<file path="config.mk">
export PLATFORM = sky130hd
export DESIGN_NAME = rc_channel_conditioner_core
export DESIGN_NICKNAME = d
export VERILOG_FILES = /design/src/design/rcc_pkg.sv /design/src/design/rcc_front.sv /design/src/design/rcc_queue.sv /design/src/design/rcc_back.sv /design/src/design/rc_channel_conditioner_core.sv
export SDC_FILE = /design/constraint.sdc
export NUM_CORES = 2
export LEC_CHECK = 0
export ABC_CLOCK_PERIOD_IN_PS = 9500
export CAP_MARGIN = 10
export CORE_AREA = 2 2 293 295
export DETAILED_ROUTE_END_ITERATION = 16
export DIE_AREA = 0 0 295 297
export DONT_BUFFER_PORTS = 1
export GPL_TIMING_DRIVEN = 0
export PLACE_DENSITY_LB_ADDON = 0.2
export SETUP_SLACK_MARGIN = 0.2
export SKIP_CTS_REPAIR_TIMING = 1
export SLEW_MARGIN = 20
export SYNTH_ARGS = -nofsm -noshare
export SYNTH_HDL_FRONTEND = slang
export SYNTH_SLANG_ARGS = --single-unit
</file>
<file path="constraint.sdc">
create_clock -name clk -period 9.5 [get_ports clk]
set_input_delay 1.9 -clock clk [delete_from_list [all_inputs] [get_ports clk]]
set_output_delay 1.9 -clock clk [all_outputs]
set_load 0.01 [all_outputs]
</file>
<file path="src/design/rcc_pkg.sv">
// shared types and constants for the rc channel conditioner
`default_nettype none

package rcc_pkg;

	typedef enum logic [2:0] {
		KIND_STICK = 3'd0,
		KIND_POT   = 3'd1,
		KIND_TWO   = 3'd2,
		KIND_THREE = 3'd3,
		KIND_SIX   = 3'd4
	} kind_t;

	localparam int CFG_IDX_W  = 3;
	localparam int CFG_DATA_W = 16;

	localparam logic [CFG_IDX_W-1:0] REG_PULSE_MIN   = 3'd0;
	localparam logic [CFG_IDX_W-1:0] REG_PULSE_MAX   = 3'd1;
	localparam logic [CFG_IDX_W-1:0] REG_PULSE_CTR   = 3'd2;
	localparam logic [CFG_IDX_W-1:0] REG_DEAD_HALF   = 3'd3;
	localparam logic [CFG_IDX_W-1:0] REG_FULL_SCALE  = 3'd4;
	localparam logic [CFG_IDX_W-1:0] REG_SW_LOW      = 3'd5;
	localparam logic [CFG_IDX_W-1:0] REG_SW_HIGH     = 3'd6;

	localparam logic [11:0] RST_PULSE_MIN  = 12'd1000;
	localparam logic [11:0] RST_PULSE_MAX  = 12'd2000;
	localparam logic [11:0] RST_PULSE_CTR  = 12'd1500;
	localparam logic [9:0]  RST_DEAD_HALF  = 10'd20;
	localparam logic [14:0] RST_FULL_SCALE = 15'd1000;
	localparam logic [11:0] RST_SW_LOW     = 12'd1250;
	localparam logic [11:0] RST_SW_HIGH    = 12'd1750;

	localparam int PULSE_W = 12;
	localparam int VALUE_W = 16;
	localparam int OP_W    = 14;
	localparam int MULB_W  = 15;
	localparam int PROD_W  = OP_W + MULB_W + 1;
	localparam int NUM_W   = PROD_W + 1;
	localparam int QMAG_W  = 28;
	localparam int DMAG_W  = 13;
	localparam int SUM_W   = 30;
	localparam int DIV_STEPS = QMAG_W / 2;
	localparam int CNT_W   = 4;

	localparam int QUEUE_DEPTH = 4;
	localparam int QPTR_W      = 2;
	localparam int QCNT_W      = 3;

	typedef struct packed {
		logic [11:0] pulse_min;
		logic [11:0] pulse_max;
		logic [11:0] pulse_center;
		logic [9:0]  dead_half_width;
		logic [14:0] full_scale;
		logic [11:0] switch_low_level;
		logic [11:0] switch_high_level;
	} cfg_t;

	typedef struct packed {
		logic                      direct;
		logic                      fault;
		logic                      detent;
		logic signed [VALUE_W-1:0] base;
		logic signed [OP_W-1:0]    mul_a;
		logic [MULB_W-1:0]         mul_b;
		logic signed [OP_W-1:0]    addend;
		logic signed [OP_W-1:0]    den;
	} job_t;

endpackage

`default_nettype wire

</file>
<file path="src/design/rcc_front.sv">
// front end: accepts a pulse, clamps it and turns it into a mapping job
`default_nettype none

module rcc_front #(
	parameter int DETENT_STEPS = 5
) (
	input  wire logic                           clk,
	input  wire logic                           arst_n,
	input  wire logic                           start,
	input  wire logic [2:0]                     command,
	input  wire logic [rcc_pkg::PULSE_W-1:0]    pulse_width,
	input  wire rcc_pkg::cfg_t                  cfg,
	input  wire logic [rcc_pkg::QCNT_W-1:0]     queue_count,
	output logic                                busy,
	output logic                                push,
	output rcc_pkg::job_t                       push_data
);

	localparam int OP_W = rcc_pkg::OP_W;

	logic                          valid_s1;
	logic [2:0]                    cmd_s1;
	logic [rcc_pkg::PULSE_W-1:0]   p_s1;
	logic [rcc_pkg::PULSE_W-1:0]   p_clamped;
	logic                          accept;

	logic signed [OP_W-1:0] p_s, lo_s, hi_s, ctr_s, dhw_s, db_lo, db_hi, r_s, r_adj;
	logic signed [rcc_pkg::VALUE_W-1:0] fs_s;
	rcc_pkg::job_t job;

	assign busy   = (rcc_pkg::QCNT_W'(queue_count) + rcc_pkg::QCNT_W'(valid_s1))
		>= rcc_pkg::QCNT_W'(rcc_pkg::QUEUE_DEPTH);
	assign accept = start && !busy;

	always_comb begin
		if (pulse_width < cfg.pulse_min) begin
			p_clamped = cfg.pulse_min;
		end else if (pulse_width > cfg.pulse_max) begin
			p_clamped = cfg.pulse_max;
		end else begin
			p_clamped = pulse_width;
		end
	end

	always_ff @(posedge clk or negedge arst_n) begin
		if (!arst_n) begin
			valid_s1 <= 1'b0;
		end else begin
			valid_s1 <= accept;
		end
	end

	always_ff @(posedge clk) begin
		if (accept) begin
			cmd_s1 <= command;
			p_s1   <= p_clamped;
		end
	end

	// operand selection for the shared multiply and divide
	always_comb begin
		p_s   = $signed({2'b00, p_s1});
		lo_s  = $signed({2'b00, cfg.pulse_min});
		hi_s  = $signed({2'b00, cfg.pulse_max});
		ctr_s = $signed({2'b00, cfg.pulse_center});
		dhw_s = $signed({4'b0000, cfg.dead_half_width});
		fs_s  = $signed({1'b0, cfg.full_scale});
		db_lo = ctr_s - dhw_s;
		db_hi = ctr_s + dhw_s;
		r_s   = hi_s - lo_s;
		r_adj = r_s + $signed({{(OP_W-1){1'b0}}, r_s[OP_W-1]});

		job        = '0;
		job.direct = 1'b1;
		job.den    = OP_W'(1);

		unique case (rcc_pkg::kind_t'(cmd_s1))
			rcc_pkg::KIND_STICK: begin
				if (p_s < db_lo) begin
					job.direct = 1'b0;
					job.mul_a  = p_s - lo_s;
					job.den    = db_lo - lo_s;
					job.base   = -fs_s;
					job.mul_b  = cfg.full_scale;
				end else if (p_s > db_hi) begin
					job.direct = 1'b0;
					job.mul_a  = p_s - db_hi;
					job.den    = hi_s - db_hi;
					job.mul_b  = cfg.full_scale;
				end
			end
			rcc_pkg::KIND_POT: begin
				job.direct = 1'b0;
				job.mul_b  = cfg.full_scale;
				if (p_s <= ctr_s) begin
					job.mul_a = p_s - lo_s;
					job.den   = ctr_s - lo_s;
					job.base  = -fs_s;
				end else begin
					job.mul_a = p_s - ctr_s;
					job.den   = hi_s - ctr_s;
				end
			end
			rcc_pkg::KIND_TWO: begin
				job.base = (p_s1 >= cfg.pulse_center) ? 16'sd1 : 16'sd0;
			end
			rcc_pkg::KIND_THREE: begin
				if (p_s1 <= cfg.switch_low_level) begin
					job.base = -16'sd1;
				end else if (p_s1 >= cfg.switch_high_level) begin
					job.base = 16'sd1;
				end
			end
			rcc_pkg::KIND_SIX: begin
				job.direct = 1'b0;
				job.detent = 1'b1;
				job.mul_a  = p_s - lo_s;
				job.mul_b  = rcc_pkg::MULB_W'(DETENT_STEPS);
				job.den    = r_s;
				job.addend = r_adj >>> 1;
			end
			default: begin
				job.base = '0;
			end
		endcase

		if (!job.direct && job.den == '0) begin
			job.direct = 1'b1;
			job.fault  = 1'b1;
			job.base   = '0;
		end
	end

	assign push      = valid_s1;
	assign push_data = job;

`ifndef NO_ASSERTIONS
	a_accept_reaches_queue: assert property (@(posedge clk) disable iff (!arst_n)
		accept |=> push)
		else $error("accepted item did not reach the queue");
`endif

endmodule

`default_nettype wire

</file>
<file path="src/design/rcc_queue.sv">
// short job queue between front and back end
`default_nettype none

module rcc_queue (
	input  wire logic                        clk,
	input  wire logic                        arst_n,
	input  wire logic                        push,
	input  wire rcc_pkg::job_t               push_data,
	input  wire logic                        pop,
	output rcc_pkg::job_t                    head,
	output logic                             empty,
	output logic [rcc_pkg::QCNT_W-1:0]       count
);

	rcc_pkg::job_t entries_q [rcc_pkg::QUEUE_DEPTH];
	logic [rcc_pkg::QPTR_W-1:0] wr_ptr_q, rd_ptr_q;
	logic [rcc_pkg::QCNT_W-1:0] count_q;

	always_ff @(posedge clk or negedge arst_n) begin
		if (!arst_n) begin
			wr_ptr_q <= '0;
			rd_ptr_q <= '0;
			count_q  <= '0;
		end else begin
			if (push) begin
				wr_ptr_q <= wr_ptr_q + rcc_pkg::QPTR_W'(1);
			end
			if (pop) begin
				rd_ptr_q <= rd_ptr_q + rcc_pkg::QPTR_W'(1);
			end
			if (push && !pop) begin
				count_q <= count_q + rcc_pkg::QCNT_W'(1);
			end else if (pop && !push) begin
				count_q <= count_q - rcc_pkg::QCNT_W'(1);
			end
		end
	end

	always_ff @(posedge clk) begin
		if (push) begin
			entries_q[wr_ptr_q] <= push_data;
		end
	end

	assign head  = entries_q[rd_ptr_q];
	assign empty = (count_q == '0);
	assign count = count_q;

`ifndef NO_ASSERTIONS
	a_no_push_full: assert property (@(posedge clk) disable iff (!arst_n)
		push |-> (count_q < rcc_pkg::QCNT_W'(rcc_pkg::QUEUE_DEPTH)))
		else $error("push into full queue");
	a_no_pop_empty: assert property (@(posedge clk) disable iff (!arst_n)
		pop |-> !empty)
		else $error("pop from empty queue");
`endif

endmodule

`default_nettype wire

</file>
<file path="src/design/rcc_back.sv">
// back end: multiply, radix-4 signed divide, offset and saturate
`default_nettype none

module rcc_back #(
	parameter int DETENT_STEPS = 5
) (
	input  wire logic                                clk,
	input  wire logic                                arst_n,
	input  wire logic                                empty,
	input  wire rcc_pkg::job_t                       head,
	output logic                                     pop,
	output logic                                     done,
	output logic signed [rcc_pkg::VALUE_W-1:0]       value,
	output logic                                     div_fault
);

	localparam int QMAG_W = rcc_pkg::QMAG_W;
	localparam int DMAG_W = rcc_pkg::DMAG_W;
	localparam int SUM_W  = rcc_pkg::SUM_W;
	localparam logic signed [SUM_W-1:0] DET_MAX   = SUM_W'(DETENT_STEPS);
	localparam logic signed [SUM_W-1:0] OUT_LIMIT = SUM_W'(32767);

	typedef enum logic [2:0] {
		ST_IDLE,
		ST_MUL,
		ST_PREP,
		ST_DIV,
		ST_FIN
	} state_t;

	state_t state_q;
	logic   done_q, fault_q;
	logic signed [rcc_pkg::VALUE_W-1:0] value_q;

	rcc_pkg::job_t job_q;
	logic signed [rcc_pkg::NUM_W-1:0] num_q;
	logic [QMAG_W-1:0]  work_q;
	logic [DMAG_W-1:0]  rem_q, dmag_q;
	logic               neg_q;
	logic [rcc_pkg::CNT_W-1:0] cnt_q;

	logic signed [rcc_pkg::PROD_W-1:0] prod;
	logic signed [rcc_pkg::NUM_W-1:0]  num_d, num_abs;
	logic signed [rcc_pkg::OP_W-1:0]   den_abs;
	logic [QMAG_W-1:0]  work_d;
	logic [DMAG_W-1:0]  rem_d;
	logic [DMAG_W:0]    trial;
	logic signed [QMAG_W:0]  q_s, q_v;
	logic signed [SUM_W-1:0] sum, sat;

	assign pop = (state_q == ST_IDLE) && !empty;

	always_comb begin
		prod    = job_q.mul_a * $signed({1'b0, job_q.mul_b});
		num_d   = prod + job_q.addend;
		num_abs = num_q[rcc_pkg::NUM_W-1] ? -num_q : num_q;
		den_abs = job_q.den[rcc_pkg::OP_W-1] ? -job_q.den : job_q.den;
	end

	// two restoring steps per cycle
	always_comb begin
		rem_d  = rem_q;
		work_d = work_q;
		trial  = '0;
		for (int k = 0; k < 2; k++) begin
			trial  = {rem_d, work_d[QMAG_W-1]};
			work_d = {work_d[QMAG_W-2:0], 1'b0};
			if (trial >= {1'b0, dmag_q}) begin
				trial     = trial - {1'b0, dmag_q};
				work_d[0] = 1'b1;
			end
			rem_d = trial[DMAG_W-1:0];
		end
	end

	always_comb begin
		q_s = $signed({1'b0, work_q});
		q_v = neg_q ? -q_s : q_s;
		sum = SUM_W'(job_q.base) + SUM_W'(q_v);
		if (job_q.detent) begin
			priority if (sum < 0) begin
				sat = '0;
			end else if (sum > DET_MAX) begin
				sat = DET_MAX;
			end else begin
				sat = sum;
			end
		end else begin
			priority if (sum < -OUT_LIMIT) begin
				sat = -OUT_LIMIT;
			end else if (sum > OUT_LIMIT) begin
				sat = OUT_LIMIT;
			end else begin
				sat = sum;
			end
		end
	end

	always_ff @(posedge clk or negedge arst_n) begin
		if (!arst_n) begin
			state_q <= ST_IDLE;
			done_q  <= 1'b0;
			fault_q <= 1'b0;
			value_q <= '0;
		end else begin
			done_q <= 1'b0;
			unique case (state_q)
				ST_IDLE: begin
					if (pop) begin
						if (head.direct) begin
							done_q  <= 1'b1;
							value_q <= head.base;
							fault_q <= head.fault;
						end else begin
							state_q <= ST_MUL;
						end
					end
				end
				ST_MUL: begin
					state_q <= ST_PREP;
				end
				ST_PREP: begin
					state_q <= ST_DIV;
				end
				ST_DIV: begin
					if (cnt_q == rcc_pkg::CNT_W'(rcc_pkg::DIV_STEPS - 1)) begin
						state_q <= ST_FIN;
					end
				end
				ST_FIN: begin
					done_q  <= 1'b1;
					value_q <= sat[rcc_pkg::VALUE_W-1:0];
					fault_q <= 1'b0;
					state_q <= ST_IDLE;
				end
				default: begin
					state_q <= ST_IDLE;
				end
			endcase
		end
	end

	always_ff @(posedge clk) begin
		if (pop) begin
			job_q <= head;
		end
		if (state_q == ST_MUL) begin
			num_q <= num_d;
		end
		if (state_q == ST_PREP) begin
			work_q <= num_abs[QMAG_W-1:0];
			dmag_q <= den_abs[DMAG_W-1:0];
			rem_q  <= '0;
			neg_q  <= num_q[rcc_pkg::NUM_W-1] ^ job_q.den[rcc_pkg::OP_W-1];
			cnt_q  <= '0;
		end
		if (state_q == ST_DIV) begin
			work_q <= work_d;
			rem_q  <= rem_d;
			cnt_q  <= cnt_q + rcc_pkg::CNT_W'(1);
		end
	end

	assign done      = done_q;
	assign value     = value_q;
	assign div_fault = fault_q;

`ifndef NO_ASSERTIONS
	a_value_in_range: assert property (@(posedge clk) disable iff (!arst_n)
		done |-> (value != 16'sh8000))
		else $error("result outside symmetric range");
	a_div_count: assert property (@(posedge clk) disable iff (!arst_n)
		(state_q == ST_DIV) |-> (cnt_q < rcc_pkg::CNT_W'(rcc_pkg::DIV_STEPS)))
		else $error("divide step count overrun");
`endif

endmodule

`default_nettype wire

</file>
<file path="src/design/rc_channel_conditioner_core.sv">
// top level of the rc channel conditioner: configuration registers and datapath
`default_nettype none

// Converts one receiver pulse width and a channel kind into one signed value.
// Input: start with command and pulse_width; a transfer happens at a clock
// edge with start high and busy low. Results: done is high for one cycle with
// value and div_fault; the receiver cannot stall, every result is taken.
// Configuration: cfg_valid, cfg_index, cfg_data; cfg_ready is always high, so
// a write lands at any edge with cfg_valid high. Write only while idle.
// Path: switch kinds, the deadband, faults and unknown kinds go through the
// input register, the queue and the result register; stick, potentiometer
// and six-state mappings also pass the multiply, prepare, divide and finish states.
// Throughput: the front takes one item per cycle until its four-entry queue
// fills; the back end finishes a direct item each cycle and takes no new item
// until a mapped item has gone through the radix-4 divider and its finish state.
// Reset: the registers return to their default values, the queue empties
// and no result is pending.
module rc_channel_conditioner_core #(
	parameter int DETENT_STEPS = 5
) (
	input  wire logic                                 clk,
	input  wire logic                                 arst_n,
	input  wire logic                                 start,
	output logic                                      busy,
	input  wire logic [2:0]                           command,
	input  wire logic [rcc_pkg::PULSE_W-1:0]          pulse_width,
	output logic                                      done,
	output logic signed [rcc_pkg::VALUE_W-1:0]        value,
	output logic                                      div_fault,
	input  wire logic                                 cfg_valid,
	output logic                                      cfg_ready,
	input  wire logic [rcc_pkg::CFG_IDX_W-1:0]        cfg_index,
	input  wire logic [rcc_pkg::CFG_DATA_W-1:0]       cfg_data
);

	rcc_pkg::cfg_t cfg_q;
	rcc_pkg::job_t push_data, head;
	logic push, pop, empty;
	logic [rcc_pkg::QCNT_W-1:0] queue_count;

	assign cfg_ready = 1'b1;

	always_ff @(posedge clk or negedge arst_n) begin
		if (!arst_n) begin
			cfg_q.pulse_min         <= rcc_pkg::RST_PULSE_MIN;
			cfg_q.pulse_max         <= rcc_pkg::RST_PULSE_MAX;
			cfg_q.pulse_center      <= rcc_pkg::RST_PULSE_CTR;
			cfg_q.dead_half_width   <= rcc_pkg::RST_DEAD_HALF;
			cfg_q.full_scale        <= rcc_pkg::RST_FULL_SCALE;
			cfg_q.switch_low_level  <= rcc_pkg::RST_SW_LOW;
			cfg_q.switch_high_level <= rcc_pkg::RST_SW_HIGH;
		end else if (cfg_valid && cfg_ready) begin
			unique case (cfg_index)
				rcc_pkg::REG_PULSE_MIN:  cfg_q.pulse_min         <= cfg_data[11:0];
				rcc_pkg::REG_PULSE_MAX:  cfg_q.pulse_max         <= cfg_data[11:0];
				rcc_pkg::REG_PULSE_CTR:  cfg_q.pulse_center      <= cfg_data[11:0];
				rcc_pkg::REG_DEAD_HALF:  cfg_q.dead_half_width   <= cfg_data[9:0];
				rcc_pkg::REG_FULL_SCALE: cfg_q.full_scale        <= cfg_data[14:0];
				rcc_pkg::REG_SW_LOW:     cfg_q.switch_low_level  <= cfg_data[11:0];
				rcc_pkg::REG_SW_HIGH:    cfg_q.switch_high_level <= cfg_data[11:0];
				default: begin
				end
			endcase
		end
	end

	rcc_front #(
		.DETENT_STEPS(DETENT_STEPS)
	) u_front (
		.clk        (clk),
		.arst_n     (arst_n),
		.start      (start),
		.command    (command),
		.pulse_width(pulse_width),
		.cfg        (cfg_q),
		.queue_count(queue_count),
		.busy       (busy),
		.push       (push),
		.push_data  (push_data)
	);

	rcc_queue u_queue (
		.clk      (clk),
		.arst_n   (arst_n),
		.push     (push),
		.push_data(push_data),
		.pop      (pop),
		.head     (head),
		.empty    (empty),
		.count    (queue_count)
	);

	rcc_back #(
		.DETENT_STEPS(DETENT_STEPS)
	) u_back (
		.clk      (clk),
		.arst_n   (arst_n),
		.empty    (empty),
		.head     (head),
		.pop      (pop),
		.done     (done),
		.value    (value),
		.div_fault(div_fault)
	);

endmodule

`default_nettype wire

</file>
==> results by stage <==
Job:
- Across the run, the number of max-cap violations was 0.

Setup path:
- The launch point of the worst reg-to-reg path is u_back.job_q[37].
- Counting both buffers and inverters, the worst setup path holds a total of 3.
- STA puts the critical path data arrival time at 7600 ps.
- STA classifies the critical path endpoint as a register.
- The signal on the critical path passes through clkbuf_1 > and2_1 > fa_1 > inv_1 > fa_1 > fa_1 > fa_1 > fa_1 > inv_1 > fa_1 > ha_1 > a2111oi_0 > o21ai_0 > a221o_1 > a221oi_1 > a311oi_1 > nor2_1 > a21oi_1 > nand3_1 > a21oi_1 > xnor2_1.
- The critical path's largest stage delay is 590 ps.
- Of all nets on the critical path, the largest fanout is 10.
- The slowest stage of the critical path is the sky130_fd_sc_hd__clkbuf_1 cell.
- Grouping stages by cell kind, the critical path spends the most delay in adder cells.
- The worst setup path is of the register to register kind.
- The number of cells on the worst reg-to-reg path is 21.
- STA classifies the critical path startpoint as a register.
- Data on the critical path is required at its endpoint by 9920 ps.
- The register-to-register setup slack is 2320 ps.
- The end of the worst register-to-register path is u_back.num_q[30].
- In this design, the critical path's most frequently occurring cell is sky130_fd_sc_hd__fa_1.

Routing:
- For this block, the initial DRC count from the detailed router was 2031.
- In the routed design, unresolved DRC markers number 0.
- The detail route stage leaves a number of antenna-violating nets equal to 0.
- The first detailed-routing pass ran for 5 iterations.
- The detailed-route wire length is 111000 um.
- Using the TritonRoute via totals, the vias-per-cell ratio works out to 5.68.
- The via count is 28757.
- After detailed routing, the average wire length per cell comes to 21.9 um.

Synthesis:
- By area the synthesized netlist is led by sky130_fd_sc_hd__edfxtp_1 (34%), sky130_fd_sc_hd__ha_1 (10%), sky130_fd_sc_hd__fa_1 (9.4%).
- In this run the mean area of a mapped cell was 11.1 um^2.
- By area, the combinational part of the netlist is dominated by adder cells.
- Sequential cells were found to cover 40.9% of the synthesized design area.
- The mapped netlist covers 42000 um^2.
- The share of async-settable or async-resettable flops after synthesis is 19.3%.
- The synthesized design devotes to its leading area cell type 34.0% of total area.
- After synthesis the netlist holds a flip-flop and latch count of 590.
- Counting flops with a built-in enable in the synthesized netlist gives 476.
- The complex-gate fraction of the synthesized area is 11.4%.
- The simple-gate portion of the synthesized area is 11.1%.
- For this run, the number of Yosys warnings is 0.
- The biggest area contributor in the post-synthesis netlist is sky130_fd_sc_hd__edfxtp_1.
- When the netlist entered floorplanning its net count stood at 4353.
- Of the total synthesized cell area, the portion taken by XOR and XNOR cells is 5.37%.
- The cell count after synthesis is 3778.
- The post-synthesis cell type count is 105.
- The dominant register cell in the synthesized netlist is sky130_fd_sc_hd__edfxtp_1.
- The fraction of the mapped netlist area in adder cells is 19.7%.
- The multiplexer fraction of the synthesized cell area is 6.72%.

Place:
- At the end of routability-driven placement, the weighted congestion stood at 0.973.
- Input and output buffers added on the ports amount to 0.
- The final HPWL from detailed placement is 87100 um.
- OpenSTA, run right after detailed placement, puts the worst setup slack at 2230 ps.

Timing:
- The worst pin sits at a relative slew slack of 31.2%.
- Setup repair after global routing left no endpoint under its margin.
- The hold violation total from the final report was 0.
- The worst path uses 75.6% of the clock period.
- The least setup slack across all paths after layout is 2320 ps.
- Across the routed clock network, the largest skew measured is 24.8 ps.
- The transition at the pin with the smallest max-transition slack is 1030 ps.
- The final worst hold slack is 506 ps.
- The maximum frequency from static timing analysis is 139 MHz.
- Counting I/O delays and the setup requirement, the final critical path takes 7180 ps.
- Setup violations remaining at the end of the flow were counted as 0.
- The total count of max-transition violations in the final report came to 0.

Hold path:
- For hold timing, the worst endpoint is cfg_q[23].
- The number of instances on the worst hold path is 1.
- The kind of path behind the tightest hold check is register to register.
- The worst hold path begins at cfg_q[23].

Final layout:
- 0 antenna diodes ended up in the layout.
- The most common cell after layout, fill and taps aside is sky130_fd_sc_hd__edfxtp_1.
- Registers take 17200 um^2.
- Fill cells in the final layout number 7338.
- Of the cells placed in the final design, the portion with a size suffix greater than 1 is 9.44%.
- The multi-input combinational cells in the finished layout cover a total of 22900 um^2.
- The top cell types in the final layout, fill and taps aside, are sky130_fd_sc_hd__edfxtp_1 (476), sky130_fd_sc_hd__inv_1 (417), sky130_fd_sc_hd__ha_1 (339), sky130_fd_sc_hd__nand2_1 (308), sky130_fd_sc_hd__nor2_1 (204).
- The number of nets in the layout is 4443.
- The area growth from synthesis to layout is 9.31%.

Die:
- The die covers 87600 um^2.
- The vertical die dimension is 297 um.
- The placeable core area is 84500 um^2.
- 58 I/O pins were placed.
- The die is 295 um wide.
- The initial core utilization is 49.8%.
- The number of placement rows is 107.

Clock tree:
- No sink is reached through more buffers than the 3 on the longest clock path.
- CTS built an H-tree with a depth of 3.
- The tree is rooted in a sky130_fd_sc_hd__clkbuf_16.
- The total number of clock tree sinks is 590.
- The clock tree from TritonCTS is built.
- The clock slew seen by the registers of the worst setup and hold paths is 60 ps.
- Clock latency on the worst-skew pair, taken at its later pin, is 630 ps.
- The number of buffers created by CTS is 67.

Pwr:
- For this design the total switching power over the nets is 6680 uW.
- The power density normalized to cell area is 336 nW/um^2.
- The clock network burns 16.7% of the power.
- Of the total power, registers draw 28.2%.
- The internal power contribution is 8760 uW.
- The cell leakage power is 0.0190 uW.
- Of the total power, the share spent switching nets is 43.3%.
- Combinational logic is responsible for 55.1% of the overall power.
- Across the VDD grid, the largest voltage drop is 171 uV.

Status:
- The run finished with clean final reports.

Global routing:
- The first global-routing pass estimated 171000 um of wire.
- The combined global-route utilization of all metal layers is 25.7%.
- The sum of overflow across all layers after global routing is 0.
- The via count of the first global-routing pass was 28763.
- The largest net degree at the start of global routing is 115.
- The number of antenna violations at the first check in global routing was 0.
## worst max-delay path by stage
| stage | from | endpoint | slack (ps) | cells past startpoint |
|---|---|---|---|---|
| 2_1_floorplan | u_back.state_q[2] | u_queue.count[1] | 220 | 6 |
| 3_3_place_gp | u_back.state_q[0] | u_queue.count[1] | -3300 | 6 |
| 3_5_place_dp | u_back.job_q[56] | u_back.num_q[30] | 2230 | 21 |
| 4_1_cts | u_back.job_q[56] | u_back.num_q[30] | 2220 | 21 |
| 5_1_grt | u_back.job_q[37] | u_back.num_q[30] | 1800 | 21 |
| 6_report | u_back.job_q[37] | u_back.num_q[30] | 2320 | 21 |
## per-stage QoR
| step | util [%] | std cells | total power, uW | area, um^2 | TNS [ps] |
|---|---|---|---|---|---|
| after CTS | 54.4 | 5065 | 15500 | 46000 | 0 |
| final | 54.4 | 5065 | 15400 | 46000 | 0 |
| after global routing | 54.4 | 5065 | 16600 | 46000 | 0 |
| after detailed placement | 51.8 | 4943 | 12800 | 43800 | 0 |
| after floorplan | - | 3778 | 10500 | 42000 | 0 |
| after global placement | 51.5 | 4922 | 12700 | 43500 | -182320 |
## power by group through the flow
stage	sequential, uW	combinational, uW	clock (uW)
5_1_grt	4410	9430	2730
2_1_floorplan	4170	6300	0
3_3_place_gp	4420	8280	0
3_5_place_dp	4400	8420	0
4_1_cts	4350	8480	2630
6_report	4350	8510	2580
## layer usage
metal / routed length (um) / share of wire, % / vias to the layer above / global-route usage [%]
met3: 5790 / 5.2 / 211 / 3.59
met2: 53300 / 48 / 828 / 42.8
met1: 47100 / 42 / 14086 / 33.6
li1: - / - / 13632 / -
met4: 4730 / 4.3 / 0 / 10.9
met5: 0 / 0 / - / 0
## area by class of cell
class,instances,share of cell area (%)
clock inverters,44,0.980
flip-flops and latches,590,37.4
well taps,1144,3.11
plain buffers,113,0.988
clock buffers,78,3.81
repair buffers,21,0.501
inverters,418,3.41
multi-input cells,2657,49.8
## registers in the layout, indices dropped and copies added (netlist names), 3 cells and up
| register | cells |
|---|---|
| u_queue.entries_q | 300 |
| cfg_q | 85 |
| u_back.job_q | 73 |
| u_back.num_q | 29 |
| u_back.work_q | 28 |
| u_back.value | 16 |
| u_back.dmag_q | 13 |
| u_back.rem_q | 13 |
| u_front.p_s1 | 12 |
| u_back.cnt_q | 4 |
| u_back.state_q | 3 |
| u_front.cmd_s1 | 3 |
| u_queue.count | 3 |
## Yosys cell counts, types with 42 or more instances
library cell                 n
sky130_fd_sc_hd__ha_1      339
sky130_fd_sc_hd__o21ai_0   192
sky130_fd_sc_hd__inv_1     417
sky130_fd_sc_hd__mux2i_1    54
sky130_fd_sc_hd__mux4_2     75
sky130_fd_sc_hd__dfrtp_1    75
sky130_fd_sc_hd__xor2_1     96
sky130_fd_sc_hd__a21oi_1   171
sky130_fd_sc_hd__a21o_1     74
sky130_fd_sc_hd__clkbuf_1   80
sky130_fd_sc_hd__mux2_2     53
sky130_fd_sc_hd__fa_1      198
sky130_fd_sc_hd__nand2b_1   47
sky130_fd_sc_hd__edfxtp_1  476
sky130_fd_sc_hd__nor3_1     42
sky130_fd_sc_hd__xnor2_1   148
sky130_fd_sc_hd__nand2_1   308
sky130_fd_sc_hd__and2_1    124
sky130_fd_sc_hd__nor2_1    205
## kinds of logic (layout without fill, tap and decap cells)
group	after synthesis	in the layout
mux	182	182
other cells	1	1
compound gates	726	726
buf+inv	531	674
xor+xnor	250	250
fa+ha+maj	544	544
simple gates	954	954
flops	590	590
(Power assumes the default switching activity.)
